File: src/mbq_pkg.sv
`default_nettype none

package mbq_pkg;

	localparam int COEF_BITS     = 24;
	localparam int COEF_FRAC     = 20;
	localparam int DELAY_BITS    = 40;
	localparam int GUARD_BITS    = 8;
	localparam int CFG_DATA_BITS = 24;
	localparam int CFG_IDX_BITS  = 3;
	localparam int COUNT_BITS    = 4;
	localparam int CHAN_OUT_BITS = 3;

	localparam logic signed [COEF_BITS-1:0] COEF_ONE = COEF_BITS'(1 << COEF_FRAC);

	typedef enum logic [CFG_IDX_BITS-1:0] {
		REG_B0       = 3'd0,
		REG_B1       = 3'd1,
		REG_B2       = 3'd2,
		REG_A1       = 3'd3,
		REG_A2       = 3'd4,
		REG_CH_COUNT = 3'd5
	} cfg_reg_t;

	typedef enum logic [2:0] {
		ST_IDLE,
		ST_B0,
		ST_B1,
		ST_A1,
		ST_B2,
		ST_A2,
		ST_WR
	} state_t;

	typedef enum logic [2:0] {
		SEL_B0,
		SEL_B1,
		SEL_B2,
		SEL_A1,
		SEL_A2
	} coef_sel_t;

	typedef struct packed {
		coef_sel_t coef_sel;
		logic      mul_use_y;
		logic      ld_prod;
		logic      ld_y;
		logic      ld_acc;
		logic      acc_add_d2;
		logic      wr_d1;
		logic      wr_d2;
	} ctrl_t;

endpackage

`default_nettype wire

File: src/mbq_stream_if.sv
`default_nettype none

interface mbq_in_if #(
	parameter int SAMPLE_BITS = 24
);
	logic                          valid;
	logic                          ready;
	logic signed [SAMPLE_BITS-1:0] sample_in;
	logic                          last_in;

	modport source (output valid, output sample_in, output last_in, input ready);
	modport sink   (input valid, input sample_in, input last_in, output ready);
endinterface

interface mbq_out_if #(
	parameter int SAMPLE_BITS = 24
);
	import mbq_pkg::*;

	logic                          valid;
	logic                          ready;
	logic signed [SAMPLE_BITS-1:0] sample_out;
	logic [CHAN_OUT_BITS-1:0]      channel_out;
	logic                          last_out;

	modport source (output valid, output sample_out, output channel_out, output last_out,
		input ready);
	modport sink   (input valid, input sample_out, input channel_out, input last_out,
		output ready);
endinterface

`default_nettype wire

File: src/multichannel_biquad_filter_top.sv
// Biquad IIR section (transposed direct form II) shared by up to MAX_CHANNELS
// interleaved audio channels, with two delay values kept for each channel.
// Input beats arrive on the samples channel (valid/ready); each carries one
// signed sample and an end-of-buffer flag. Each input beat gives exactly one
// output beat on the filtered channel, carrying the saturated result, the
// channel it belonged to and the end-of-buffer flag.
// The five products of an item go through one shared multiplier, one per
// cycle, in the states B0, B1, A1, B2 and A2, followed by a write-back
// state in which the result is loaded into the output register; the next
// beat can be accepted in that write-back state, not before. The input is
// not ready while an item is being worked on.
// The result sits in an output register; if the receiver stalls, the block
// finishes the next item and then waits in write-back until that register
// is free. A channel counter advances per beat, wraps at the channel count
// and returns to channel 0 after a beat flagged as end of buffer.
// Reset loads the identity filter (b0 = 1.0, others 0), a channel count of
// one, clears all delay values and the channel counter. Writing the channel
// count register clears delays and counter in the same cycle.
`default_nettype none

module multichannel_biquad_filter_top #(
	parameter int MAX_CHANNELS = 8,
	parameter int SAMPLE_BITS  = 24
) (
	input  wire logic                                 clk,
	input  wire logic                                 arst_n,
	input  wire logic                                 cfg_we,
	input  wire logic [mbq_pkg::CFG_IDX_BITS-1:0]     cfg_index,
	input  wire logic [mbq_pkg::CFG_DATA_BITS-1:0]    cfg_data,
	mbq_in_if.sink                                    samples,
	mbq_out_if.source                                 filtered
);
	import mbq_pkg::*;

	localparam int PW       = (MAX_CHANNELS > 1) ? $clog2(MAX_CHANNELS) : 1;
	localparam int CMP_BITS = 6;
	localparam int EXTRA    = DELAY_BITS - SAMPLE_BITS - GUARD_BITS;
	localparam int PSHIFT   = COEF_FRAC - EXTRA;
	localparam int PRW      = COEF_BITS + SAMPLE_BITS;
	localparam int AW       = DELAY_BITS + 2;

	localparam longint HALF_P = 64'sd1 <<< (PSHIFT - 1);
	localparam longint HALF_Y = (EXTRA > 0) ? (64'sd1 <<< ((EXTRA > 0) ? EXTRA - 1 : 0))
		: 64'sd0;
	localparam logic signed [AW-1:0] Y_MAX = AW'((64'sd1 <<< (SAMPLE_BITS - 1)) - 64'sd1);
	localparam logic signed [AW-1:0] Y_MIN = -Y_MAX - AW'(1);
	localparam logic signed [AW-1:0] D_MAX = AW'((64'sd1 <<< (DELAY_BITS - 1)) - 64'sd1);
	localparam logic signed [AW-1:0] D_MIN = -D_MAX - AW'(1);
	localparam logic [CMP_BITS-1:0]  MAX_CH = CMP_BITS'(MAX_CHANNELS);

	// Configuration registers
	logic signed [COEF_BITS-1:0] b0_q, b1_q, b2_q, a1_q, a2_q;
	logic [COUNT_BITS-1:0]       count_q;
	logic                        clear_delays;

	// Sequencer and datapath state
	state_t                        state_q, state_d;
	ctrl_t                         ctrl;
	logic [PW-1:0]                 pos_q;
	logic [PW-1:0]                 ch_q;
	logic [CHAN_OUT_BITS-1:0]      ch_out_q;
	logic signed [SAMPLE_BITS-1:0] x_q;
	logic signed [SAMPLE_BITS-1:0] y_q;
	logic                          last_q;
	logic signed [AW-1:0]          prod_q;
	logic signed [AW-1:0]          acc_q;
	logic signed [DELAY_BITS-1:0]  d1_q [MAX_CHANNELS];
	logic signed [DELAY_BITS-1:0]  d2_q [MAX_CHANNELS];

	// Output register
	logic                          out_v_q;
	logic signed [SAMPLE_BITS-1:0] out_sample_q;
	logic [CHAN_OUT_BITS-1:0]      out_ch_q;
	logic                          out_last_q;
	logic                          out_free;
	logic                          accept;

	// Channel counter arithmetic
	logic [CMP_BITS-1:0] cnt_ext, eff_cnt, pos_ext, c0_ext, inc_ext, next_ext;

	// Shared multiplier and its rounding
	logic signed [COEF_BITS-1:0]   mul_coef;
	logic signed [SAMPLE_BITS-1:0] mul_v;
	logic signed [PRW-1:0]         prod;
	logic signed [PRW:0]           prod_rs;
	logic signed [AW-1:0]          prod_rnd;

	// Output sample and delay update
	logic signed [AW-1:0] y_acc, y_sum, y_sh;
	logic signed [SAMPLE_BITS-1:0] y_sat;
	logic signed [AW-1:0] d_diff;
	logic signed [DELAY_BITS-1:0] d_sat;

	assign clear_delays = cfg_we && (cfg_reg_t'(cfg_index) == REG_CH_COUNT);
	assign out_free     = !out_v_q || filtered.ready;
	assign samples.ready = (state_q == ST_IDLE) || (state_q == ST_WR && out_free);
	assign accept       = samples.valid && samples.ready;

	always_ff @(posedge clk or negedge arst_n) begin
		if (!arst_n) begin
			b0_q    <= COEF_ONE;
			b1_q    <= '0;
			b2_q    <= '0;
			a1_q    <= '0;
			a2_q    <= '0;
			count_q <= COUNT_BITS'(1);
		end else if (cfg_we) begin
			case (cfg_reg_t'(cfg_index))
				REG_B0:       b0_q    <= cfg_data[COEF_BITS-1:0];
				REG_B1:       b1_q    <= cfg_data[COEF_BITS-1:0];
				REG_B2:       b2_q    <= cfg_data[COEF_BITS-1:0];
				REG_A1:       a1_q    <= cfg_data[COEF_BITS-1:0];
				REG_A2:       a2_q    <= cfg_data[COEF_BITS-1:0];
				REG_CH_COUNT: count_q <= cfg_data[COUNT_BITS-1:0];
				default: begin
				end
			endcase
		end
	end

	// A count of zero behaves as one channel; a count beyond the storage is clipped.
	always_comb begin
		cnt_ext = CMP_BITS'(count_q);
		if (cnt_ext == '0) begin
			eff_cnt = CMP_BITS'(1);
		end else if (cnt_ext > MAX_CH) begin
			eff_cnt = MAX_CH;
		end else begin
			eff_cnt = cnt_ext;
		end
		pos_ext  = CMP_BITS'(pos_q);
		c0_ext   = (pos_ext >= eff_cnt) ? '0 : pos_ext;
		inc_ext  = c0_ext + CMP_BITS'(1);
		next_ext = (inc_ext >= eff_cnt || samples.last_in) ? '0 : inc_ext;
	end

	always_ff @(posedge clk or negedge arst_n) begin
		if (!arst_n) begin
			pos_q <= '0;
		end else if (clear_delays) begin
			pos_q <= '0;
		end else if (accept) begin
			pos_q <= next_ext[PW-1:0];
		end
	end

	always_ff @(posedge clk or negedge arst_n) begin
		if (!arst_n) begin
			state_q <= ST_IDLE;
		end else begin
			state_q <= state_d;
		end
	end

	always_comb begin
		state_d = state_q;
		case (state_q)
			ST_IDLE: if (accept) state_d = ST_B0;
			ST_B0:   state_d = ST_B1;
			ST_B1:   state_d = ST_A1;
			ST_A1:   state_d = ST_B2;
			ST_B2:   state_d = ST_A2;
			ST_A2:   state_d = ST_WR;
			ST_WR: begin
				if (out_free) begin
					state_d = accept ? ST_B0 : ST_IDLE;
				end
			end
			default: state_d = ST_IDLE;
		endcase
	end

	always_comb begin
		ctrl = '{coef_sel: SEL_B0, mul_use_y: 1'b0, ld_prod: 1'b0, ld_y: 1'b0,
			ld_acc: 1'b0, acc_add_d2: 1'b0, wr_d1: 1'b0, wr_d2: 1'b0};
		case (state_q)
			ST_B0: begin
				ctrl.coef_sel = SEL_B0;
				ctrl.ld_prod  = 1'b1;
			end
			ST_B1: begin
				ctrl.coef_sel = SEL_B1;
				ctrl.ld_prod  = 1'b1;
				ctrl.ld_y     = 1'b1;
			end
			ST_A1: begin
				ctrl.coef_sel   = SEL_A1;
				ctrl.mul_use_y  = 1'b1;
				ctrl.ld_prod    = 1'b1;
				ctrl.ld_acc     = 1'b1;
				ctrl.acc_add_d2 = 1'b1;
			end
			ST_B2: begin
				ctrl.coef_sel = SEL_B2;
				ctrl.ld_prod  = 1'b1;
				ctrl.wr_d1    = 1'b1;
			end
			ST_A2: begin
				ctrl.coef_sel  = SEL_A2;
				ctrl.mul_use_y = 1'b1;
				ctrl.ld_prod   = 1'b1;
				ctrl.ld_acc    = 1'b1;
			end
			ST_WR: ctrl.wr_d2 = 1'b1;
			default: begin
			end
		endcase
	end

	always_comb begin
		case (ctrl.coef_sel)
			SEL_B0:  mul_coef = b0_q;
			SEL_B1:  mul_coef = b1_q;
			SEL_B2:  mul_coef = b2_q;
			SEL_A1:  mul_coef = a1_q;
			SEL_A2:  mul_coef = a2_q;
			default: mul_coef = b0_q;
		endcase
	end

	assign mul_v    = ctrl.mul_use_y ? y_q : x_q;
	assign prod     = mul_coef * mul_v;
	// Every product is brought to the delay format, rounding half up.
	assign prod_rs  = $signed({prod[PRW-1], prod}) + $signed((PRW + 1)'(HALF_P));
	assign prod_rnd = AW'(prod_rs >>> PSHIFT);

	assign y_acc = prod_q + AW'(d1_q[ch_q]);
	assign y_sum = y_acc + AW'(HALF_Y);
	assign y_sh  = y_sum >>> EXTRA;

	always_comb begin
		if (y_sh > Y_MAX) begin
			y_sat = Y_MAX[SAMPLE_BITS-1:0];
		end else if (y_sh < Y_MIN) begin
			y_sat = Y_MIN[SAMPLE_BITS-1:0];
		end else begin
			y_sat = y_sh[SAMPLE_BITS-1:0];
		end
	end

	// The feedback products are subtracted from the partial sum held in acc_q.
	assign d_diff = acc_q - prod_q;

	always_comb begin
		if (d_diff > D_MAX) begin
			d_sat = D_MAX[DELAY_BITS-1:0];
		end else if (d_diff < D_MIN) begin
			d_sat = D_MIN[DELAY_BITS-1:0];
		end else begin
			d_sat = d_diff[DELAY_BITS-1:0];
		end
	end

	always_ff @(posedge clk) begin
		if (accept) begin
			x_q      <= samples.sample_in;
			last_q   <= samples.last_in;
			ch_q     <= c0_ext[PW-1:0];
			ch_out_q <= samples.last_in ? pos_ext[CHAN_OUT_BITS-1:0]
				: c0_ext[CHAN_OUT_BITS-1:0];
		end
		if (ctrl.ld_prod) begin
			prod_q <= prod_rnd;
		end
		if (ctrl.ld_y) begin
			y_q <= y_sat;
		end
		if (ctrl.ld_acc) begin
			acc_q <= prod_q + (ctrl.acc_add_d2 ? AW'(d2_q[ch_q]) : AW'(0));
		end
	end

	always_ff @(posedge clk or negedge arst_n) begin
		if (!arst_n) begin
			for (int i = 0; i < MAX_CHANNELS; i++) begin
				d1_q[i] <= '0;
				d2_q[i] <= '0;
			end
		end else if (clear_delays) begin
			for (int i = 0; i < MAX_CHANNELS; i++) begin
				d1_q[i] <= '0;
				d2_q[i] <= '0;
			end
		end else begin
			if (ctrl.wr_d1) begin
				d1_q[ch_q] <= d_sat;
			end
			if (ctrl.wr_d2) begin
				d2_q[ch_q] <= d_sat;
			end
		end
	end

	always_ff @(posedge clk or negedge arst_n) begin
		if (!arst_n) begin
			out_v_q <= 1'b0;
		end else if (state_q == ST_WR && out_free) begin
			out_v_q <= 1'b1;
		end else if (filtered.ready) begin
			out_v_q <= 1'b0;
		end
	end

	always_ff @(posedge clk) begin
		if (state_q == ST_WR && out_free) begin
			out_sample_q <= y_q;
			out_ch_q     <= ch_out_q;
			out_last_q   <= last_q;
		end
	end

	assign filtered.valid       = out_v_q;
	assign filtered.sample_out  = out_sample_q;
	assign filtered.channel_out = out_ch_q;
	assign filtered.last_out    = out_last_q;

`ifndef SYNTHESIS
	a_accept_starts: assert property (@(posedge clk) disable iff (!arst_n)
		accept |=> state_q == ST_B0)
		else $error("accepted beat did not start the product sequence");

	a_pos_in_range: assert property (@(posedge clk) disable iff (!arst_n)
		pos_ext < eff_cnt)
		else $error("channel counter beyond the channel count");

	a_out_from_wr: assert property (@(posedge clk) disable iff (!arst_n)
		$rose(out_v_q) |-> $past(state_q) == ST_WR)
		else $error("output register loaded outside write-back");

	a_wr_loads_out: assert property (@(posedge clk) disable iff (!arst_n)
		(state_q == ST_WR && out_free) |=> out_v_q)
		else $error("write-back did not present a result");
`endif

endmodule

`default_nettype wire

File: src/flat_wrapper.sv
// flat-port wrapper written by rule: the top's interface ports become plain ports
module multichannel_biquad_filter_top_flat import mbq_pkg::*;
#(
	parameter int MAX_CHANNELS = 8,
	parameter int SAMPLE_BITS  = 24
)
  (clk, arst_n, cfg_we, cfg_index, cfg_data, samples_valid, samples_sample_in, samples_last_in, samples_ready, filtered_valid, filtered_sample_out, filtered_channel_out, filtered_last_out, filtered_ready);
  mbq_in_if #(.SAMPLE_BITS(SAMPLE_BITS)) samples_i ();
  mbq_out_if #(.SAMPLE_BITS(SAMPLE_BITS)) filtered_i ();
  input  wire logic clk;
  input  wire logic arst_n;
  input  wire logic cfg_we;
  input  wire logic [mbq_pkg::CFG_IDX_BITS-1:0] cfg_index;
  input  wire logic [mbq_pkg::CFG_DATA_BITS-1:0] cfg_data;
  input wire logic [$bits(samples_i.valid)-1:0] samples_valid;
  input wire logic [$bits(samples_i.sample_in)-1:0] samples_sample_in;
  input wire logic [$bits(samples_i.last_in)-1:0] samples_last_in;
  output wire logic [$bits(samples_i.ready)-1:0] samples_ready;
  output wire logic [$bits(filtered_i.valid)-1:0] filtered_valid;
  output wire logic [$bits(filtered_i.sample_out)-1:0] filtered_sample_out;
  output wire logic [$bits(filtered_i.channel_out)-1:0] filtered_channel_out;
  output wire logic [$bits(filtered_i.last_out)-1:0] filtered_last_out;
  input wire logic [$bits(filtered_i.ready)-1:0] filtered_ready;
  assign samples_i.valid = samples_valid;
  assign samples_i.sample_in = samples_sample_in;
  assign samples_i.last_in = samples_last_in;
  assign samples_ready = samples_i.ready;
  assign filtered_valid = filtered_i.valid;
  assign filtered_sample_out = filtered_i.sample_out;
  assign filtered_channel_out = filtered_i.channel_out;
  assign filtered_last_out = filtered_i.last_out;
  assign filtered_i.ready = filtered_ready;
  multichannel_biquad_filter_top #(.MAX_CHANNELS(MAX_CHANNELS), .SAMPLE_BITS(SAMPLE_BITS)) u_core (.clk(clk), .arst_n(arst_n), .cfg_we(cfg_we), .cfg_index(cfg_index), .cfg_data(cfg_data), .samples(samples_i), .filtered(filtered_i));
endmodule
File: config.mk
export PLATFORM = sky130hd
export DESIGN_NAME = multichannel_biquad_filter_top_flat
export DESIGN_NICKNAME = d
export VERILOG_FILES = /design/src/mbq_pkg.sv /design/src/mbq_stream_if.sv /design/src/multichannel_biquad_filter_top.sv /design/src/flat_wrapper.sv
export SDC_FILE = /design/constraint.sdc
export NUM_CORES = 2
export LEC_CHECK = 0
export BUFFER_PORTS_ARGS = -buffer_cell sky130_fd_sc_hd__buf_2
export CORE_MARGIN = 10
export CORE_UTILIZATION = 59
export CTS_CLUSTER_DIAMETER = 200
export DETAILED_ROUTE_END_ITERATION = 8
export HOLD_SLACK_MARGIN = 0.08
export PLACE_DENSITY_LB_ADDON = 0.3
export REMOVE_ABC_BUFFERS = 1
export SLEW_MARGIN = 15
export SYNTH_ARGS = -nofsm -noshare
export SYNTH_HDL_FRONTEND = slang
export SYNTH_SLANG_ARGS = --single-unit
File: constraint.sdc
create_clock -name clk -period 8.2 [get_ports clk]
set_input_delay 1.64 -clock clk [delete_from_list [all_inputs] [get_ports clk]]
set_output_delay 1.64 -clock clk [all_outputs]
set_load 0.05 [all_outputs]
# Yosys cells after proc, flatten, opt, wreduce, memory -nomap -nowiden
# Cells that the tools add are included.
[totals] regBits=933 in_bits=57 out_inout_bits=30 elab_cells=133
[classes] magnitude_cmp=9 n_reduce_logical=24 addsub=6 eq_ne=17 mux=40 n_mul=1 n_bitwise=1
[ops] op="$mux 320" n=4
[ops] op="$bwmux 320" n=2
[ops] op="$mux 40" n=7
[ops] op="$bmux 40 s3" n=2
[ops] op="$demux 40 s3" n=1
[ops] op="$pmux 24 s4" n=1
[ops] op="$add 48x13->49 const B" n=1
[ops] op="$mul 24x24->48" n=1
[ops] op="$mux 24" n=2
[ops] op="$add 37x42->42" n=1
[ops] op="$add 41x9->42 const B" n=1
[ops] op="$gt 42x40->1 const B" n=1
[ops] op="$lt 42x40->1 const B" n=1
[ops] op="$mux 42" n=1
[ops] op="$sub 42x37->42" n=1
[ops] op="$add 37x40->41" n=1
[ops] op="$gt 34x24->1 const B" n=1
[ops] op="$lt 34x24->1 const B" n=1
[ops] op="$mux 3" n=7
[ops] op="$pmux 3 s7" n=1
[ops] op="$eq 3x2->1 const B" n=6
[ops] op="$eq 3x3->1 const B" n=6
[ops] op="$reduce_and 2->1" n=7
[ops] op="$pmux 3 s4" n=1
[ops] op="20 further kinds" n=40

# Depth between registers and ports, before layout
[logic_depth] depth_word=11 ltp_mapped=35 ltp_nobuf=31

# Worst setup path before layout
# Ideal clock, no wire load.
[synth_timing] path_type="reg-to-reg" startpoint="register u_core.state_q[0]" endpoint="register, netlist name u_core.prod_q[36]" stages_incl_launch_ff=32 required_ns=7.939 setup_slack_ns=-0.788 synth_period_minus_slack_ns=8.988 setup_time_ns=0.261 arrival_time_ns=8.727 n_path_buf=4 path_cell_list="dfrtp_1 > clkbuf_1 > clkbuf_1 > nor2_1 > clkbuf_1 > a22oi_1 > nand3_1 > o21a_1 > clkbuf_1 > nand2_1 > fa_1 > fa_1 > fa_1 > inv_1 > fa_1 > inv_1 > fa_1 > inv_1 > fa_1 > inv_1 > fa_1 > inv_1 > ha_1 > a21o_1 > a21o_1 > a21oi_1 > nand3_1 > o21ai_0 > o21ai_0 > o311ai_0 > o21bai_1 > a311o_1"
[synth_between] elab_chain_cells=6 elab_cells_between_ends=15 cone_classes="1 x add/sub; 1 x mul; 8 x eq/ne; 4 x mux; 1 x reduce/logical"
[synth_lines] element="start, declared" line_no="multichannel_biquad_filter_top.sv:57" source="state_t state_q, state_d;"
[synth_lines] element="start signal, assigned" line_no="multichannel_biquad_filter_top.sv:151" source="state_q <= state_d;"
[synth_lines] element="$eq 3x3->1 or $eq 3x2->1 (tied branches)" line_no="multichannel_biquad_filter_top.sv:176" source="case (state_q)"
[synth_lines] element="$pmux 3 s4 or $reduce_or 2->1 (tied branches)"
[synth_lines] element="$eq 3x3->1, or another cell as far along" line_no="multichannel_biquad_filter_top.sv:211" source="case (ctrl.coef_sel)"
[synth_lines] element="$pmux 24 s4 or $mux 24 (tied branches)" line_no="multichannel_biquad_filter_top.sv:211, multichannel_biquad_filter_top.sv:221"
[synth_lines] element="$mul 24x24->48 *" line_no="multichannel_biquad_filter_top.sv:222" source="assign prod = mul_coef * mul_v;"
[synth_lines] element="$add 48x13->49 *" line_no="multichannel_biquad_filter_top.sv:224" source="assign prod_rs = $signed({prod[PRW-1], prod}) + $signed((PRW + 1)'(HALF_P));"
[synth_lines] element="net u_core.prod_rs[48]" line_no="multichannel_biquad_filter_top.sv:85" source="logic signed [PRW:0] prod_rs;"
# Mark *: on every way through the listed nets, which the timed path passes. The rest lies on a longest branch.
# A chain may end at the register's enable or synchronous reset.

# Final worst setup path
[layout_timing] startpoint="register u_core.state_q[2]" endpoint="register, netlist name u_core.prod_q[36]"
[layout_between] elab_chain_cells=6 elab_cells_between_ends=15 cone_classes="1 x add/sub; 1 x mul; 8 x eq/ne; 4 x mux; 1 x reduce/logical"
[layout_lines] element="$eq 3x3->1 or $eq 3x2->1 (tied branches)" line_no="multichannel_biquad_filter_top.sv:176"
[layout_lines] element="$pmux 3 s4 or $reduce_or 2->1 (tied branches)"
[layout_lines] element="$eq 3x3->1, or another cell as far along" line_no="multichannel_biquad_filter_top.sv:211"
[layout_lines] element="$pmux 24 s4 or $mux 24 (tied branches)" line_no="multichannel_biquad_filter_top.sv:211, multichannel_biquad_filter_top.sv:221"
[layout_lines] element="$mul 24x24->48 *" line_no="multichannel_biquad_filter_top.sv:222"
[layout_lines] element="$add 48x13->49 *" line_no="multichannel_biquad_filter_top.sv:224"
[layout_lines] element="net u_core.prod_rs[48]" line_no="multichannel_biquad_filter_top.sv:85"
# Marks and branches as above.

==> flow_summary.json <==
{
  "outcome": "completed",
  "dpl.cell_count": 7759,
  "synthArstFlopShare_pct": 82.6,
  "core.rowCount": 122,
  "dr.pass1.iters": 9,
  "die_w_um": 355,
  "cts_tree": "yes",
  "clockBufferDepth": 3,
  "htreeDepth": 3,
  "ys_types": 83,
  "worst_slew_pin_slew_ns": 1.28,
  "synth_seq_cells": 933,
  "fillers": 8175,
  "vias": 52900,
  "boundaryPins": 87,
  "clock-root-buffer": "clkbuf_16",
  "cts_buffers": 97,
  "routedWlPerCell_um": 26.1,
  "maxCapViolCount": 0,
  "grt_usage_pct": 32.3,
  "synth-edff-count": 162,
  "synth_area_leaders": "dfrtp_1 29%, fa_1 19%, a221o_1 7.6%",
  "drc": 0,
  "report.final.slew_viol_count": 0,
  "path_clk_slew_ns": 0.06,
  "hold_buffers": 0,
  "syn-cell-area_um2": 66100,
  "clk_latency_ns": 0.76,
  "syn_to_final_growth_pct": 13.2,
  "cp_max_fo": 13,
  "start_util_pct": 59.6,
  "maxSlewHeadroom_pct": 14.4,
  "synth_commonest_cells": "769 x dfrtp_1, 697 x inv_1, 616 x fa_1, 499 x a221o_1, 475 x nand2_1",
  "antenna_found_initial": 16,
  "synthFlopType": "dfrtp_1",
  "cp_common_cell": "fa_1",
  "grt_max_degree": 164,
  "grt_pass1_wl_mm": 318,
  "timing.fmax_mhz": 124,
  "utilization_pct": 67.4,
  "coreArea_um2": 111000,
  "regArea_um2": 24200,
  "worstSetupPathType": "reg -> reg",
  "grt_pass1_vias": 55100,
  "hp-class": "reg -> reg",
  "synth.most_common_cell": "dfrtp_1",
  "max_stage_delay_ns": 0.55,
  "yosysWarnings": 0,
  "yosys.area.top_type_share_pct": 29.1,
  "period_minus_slack_ns": 8.10,
  "dp_hpwl_mm": 148,
  "ys_seq_area_share_pct": 36.6,
  "critical_path.top_delay_family": "adder cells",
  "synthCells": 6179,
  "viasPerCell": 6.65,
  "drt_iter0_markers": 6419,
  "layout-drive-gt1-share_pct": 15.8,
  "final_cells": 7961,
  "die_y_um": 355,
  "ant_nets": 0,
  "drt-total-wl_mm": 208,
  "cp-start-kind": "flip-flop",
  "numPortBuffers": 86,
  "synth_top_cell_by_area": "dfrtp_1",
  "finalClockSkew_ns": 0.0596,
  "multi_input_area_um2": 38400,
  "finalSetupViolations": 0,
  "critPathArrivalTime_ns": 8.55,
  "grt-ovfl-total": 0,
  "layout.nets": 7357,
  "cts.sinks": 933,
  "path_buf_inv": 9,
  "final.period_utilization_pct": 98.7,
  "critPathCaptureType": "flip-flop",
  "final_hold_viol_count": 0,
  "gp_congestion": 1.00,
  "die_area_um2": 126000,
  "postSynthAreaPerCell_um2": 10.7,
  "critPathRequiredTime_ns": 8.65,
  "cpMaxStageDelayCell": "fa_1"
}
worst reg2reg max path, delay by kind of cell, from the launching register on:
family	cells	cell delay, ns
adder cells (fa/ha/maj)	8	3.72
buffers and inverters	9	1.34
AND/OR/NAND/NOR	5	1.08
AO/OA/AOI/OAI	5	1.00
flip-flops	1	0.39
XOR/XNOR	1	0.21
multiplexers	1	0.12
final timing paths:
check                                         from                             end  slack (ns)  cells after the start
worst max-delay path             u_core.state_q[2]               u_core.prod_q[36]        0.10                     29
worst min-delay path            u_core.ch_out_q[2]  u_core.filtered.channel_out[2]        0.44                      0
worst max register to register   u_core.state_q[2]               u_core.prod_q[36]        0.10                     29
worst min register to register  u_core.ch_out_q[2]  u_core.filtered.channel_out[2]        0.44                      0
max in group asynchronous                   arst_n                 u_core.d1_q[40]        5.59                      2
min in group asynchronous                   arst_n                u_core.d2_q[263]        0.96                      1
cell type report:
type	count	share of cell area (%)
repair buffers	548	5.83
inverters	698	3.50
multi-input cells	4109	51.3
clock buffers	132	3.72
flip-flops and latches	933	32.3
well taps	1488	2.49
clock inverters	49	0.819
diodes	4	0.0134
cell usage in the layout, fill, tap and decap left out, types with 63 or more instances in the layout:
cell type | Yosys | final
a21o_1 | 96 | 96
a21oi_1 | 174 | 150
a221o_1 | 499 | 499
a22o_1 | 92 | 92
a22oi_1 | 282 | 282
buf_2 | 70 | 85
buf_4 | 2 | 416
clkbuf_16 | 0 | 100
dfrtp_1 | 769 | 768
edfxtp_1 | 162 | 162
fa_1 | 616 | 608
ha_1 | 297 | 295
inv_1 | 697 | 690
mux2_2 | 140 | 135
nand2_1 | 475 | 474
nand3_1 | 64 | 63
nand4_1 | 64 | 64
nor2_1 | 415 | 374
o21ai_0 | 180 | 164
xnor2_1 | 101 | 95
per-stage QoR:
| stage | hold slack, ns | TNS [ns] | instance area (um^2) | setup slack, ns |
|---|---|---|---|---|
| 6_report | 0.437 | 0 | 74800 | 0.104 |
| 5_1_grt | 0.462 | -0.308 | 74800 | -0.0775 |
| 4_1_cts | 0.442 | 0 | 74300 | 0.00455 |
| 3_5_place_dp | 0.405 | -2.27 | 70800 | -0.355 |
| 3_3_place_gp | 0.403 | -0.546 | 70800 | -0.131 |
| 2_1_floorplan | 0.400 | -158.16 | 64300 | -4.26 |
flip-flops by register name (all words and copies together), names as in the netlist, 3 cells and up:
signal / flops
u_core.d1_q: 320
u_core.d2_q: 320
u_core.acc_q: 42
u_core.prod_q: 37
u_core.a1_q: 24
u_core.a2_q: 24
u_core.b0_q: 24
u_core.b1_q: 24
u_core.b2_q: 24
u_core.filtered.sample_out: 24
u_core.x_q: 24
u_core.y_q: 24
u_core.count_q: 4
u_core.ch_out_q: 3
u_core.ch_q: 3
u_core.filtered.channel_out: 3
u_core.pos_q: 3
u_core.state_q: 3
logic make-up after synthesis:
family | count (synthesis) | share of synthesized area [%]
xor+xnor | 144 | 1.91
buf+inv | 1138 | 6.61
fa+ha+maj | 913 | 24.3
simple gates | 1226 | 8.17
mux | 172 | 2.89
compound gates | 1653 | 19.6
flops | 933 | 36.6
what timing repair did:
item                                    in CTS  in global routing
gates cloned                                 0                  3
setup buffers                                0                 14
hold endpoints to repair                     0                  0
endpoints found under the setup margin      12                 20
pin swaps                                    0                 20
resized for setup                           18                 82
metal layers:
layer,vias up,GRT usage [%],wire [um],part of all wire (%)
li1,22400,-,-,-
met3,808,9.68,23400,11
met1,26500,39.4,76600,37
met4,20,16.7,12200,5.8
met5,-,0,105,0.051
met2,3269,51.8,95500,46
Power is not shown: default switching activity piles up to over one toggle a cycle in this logic, so the estimate is an artifact.
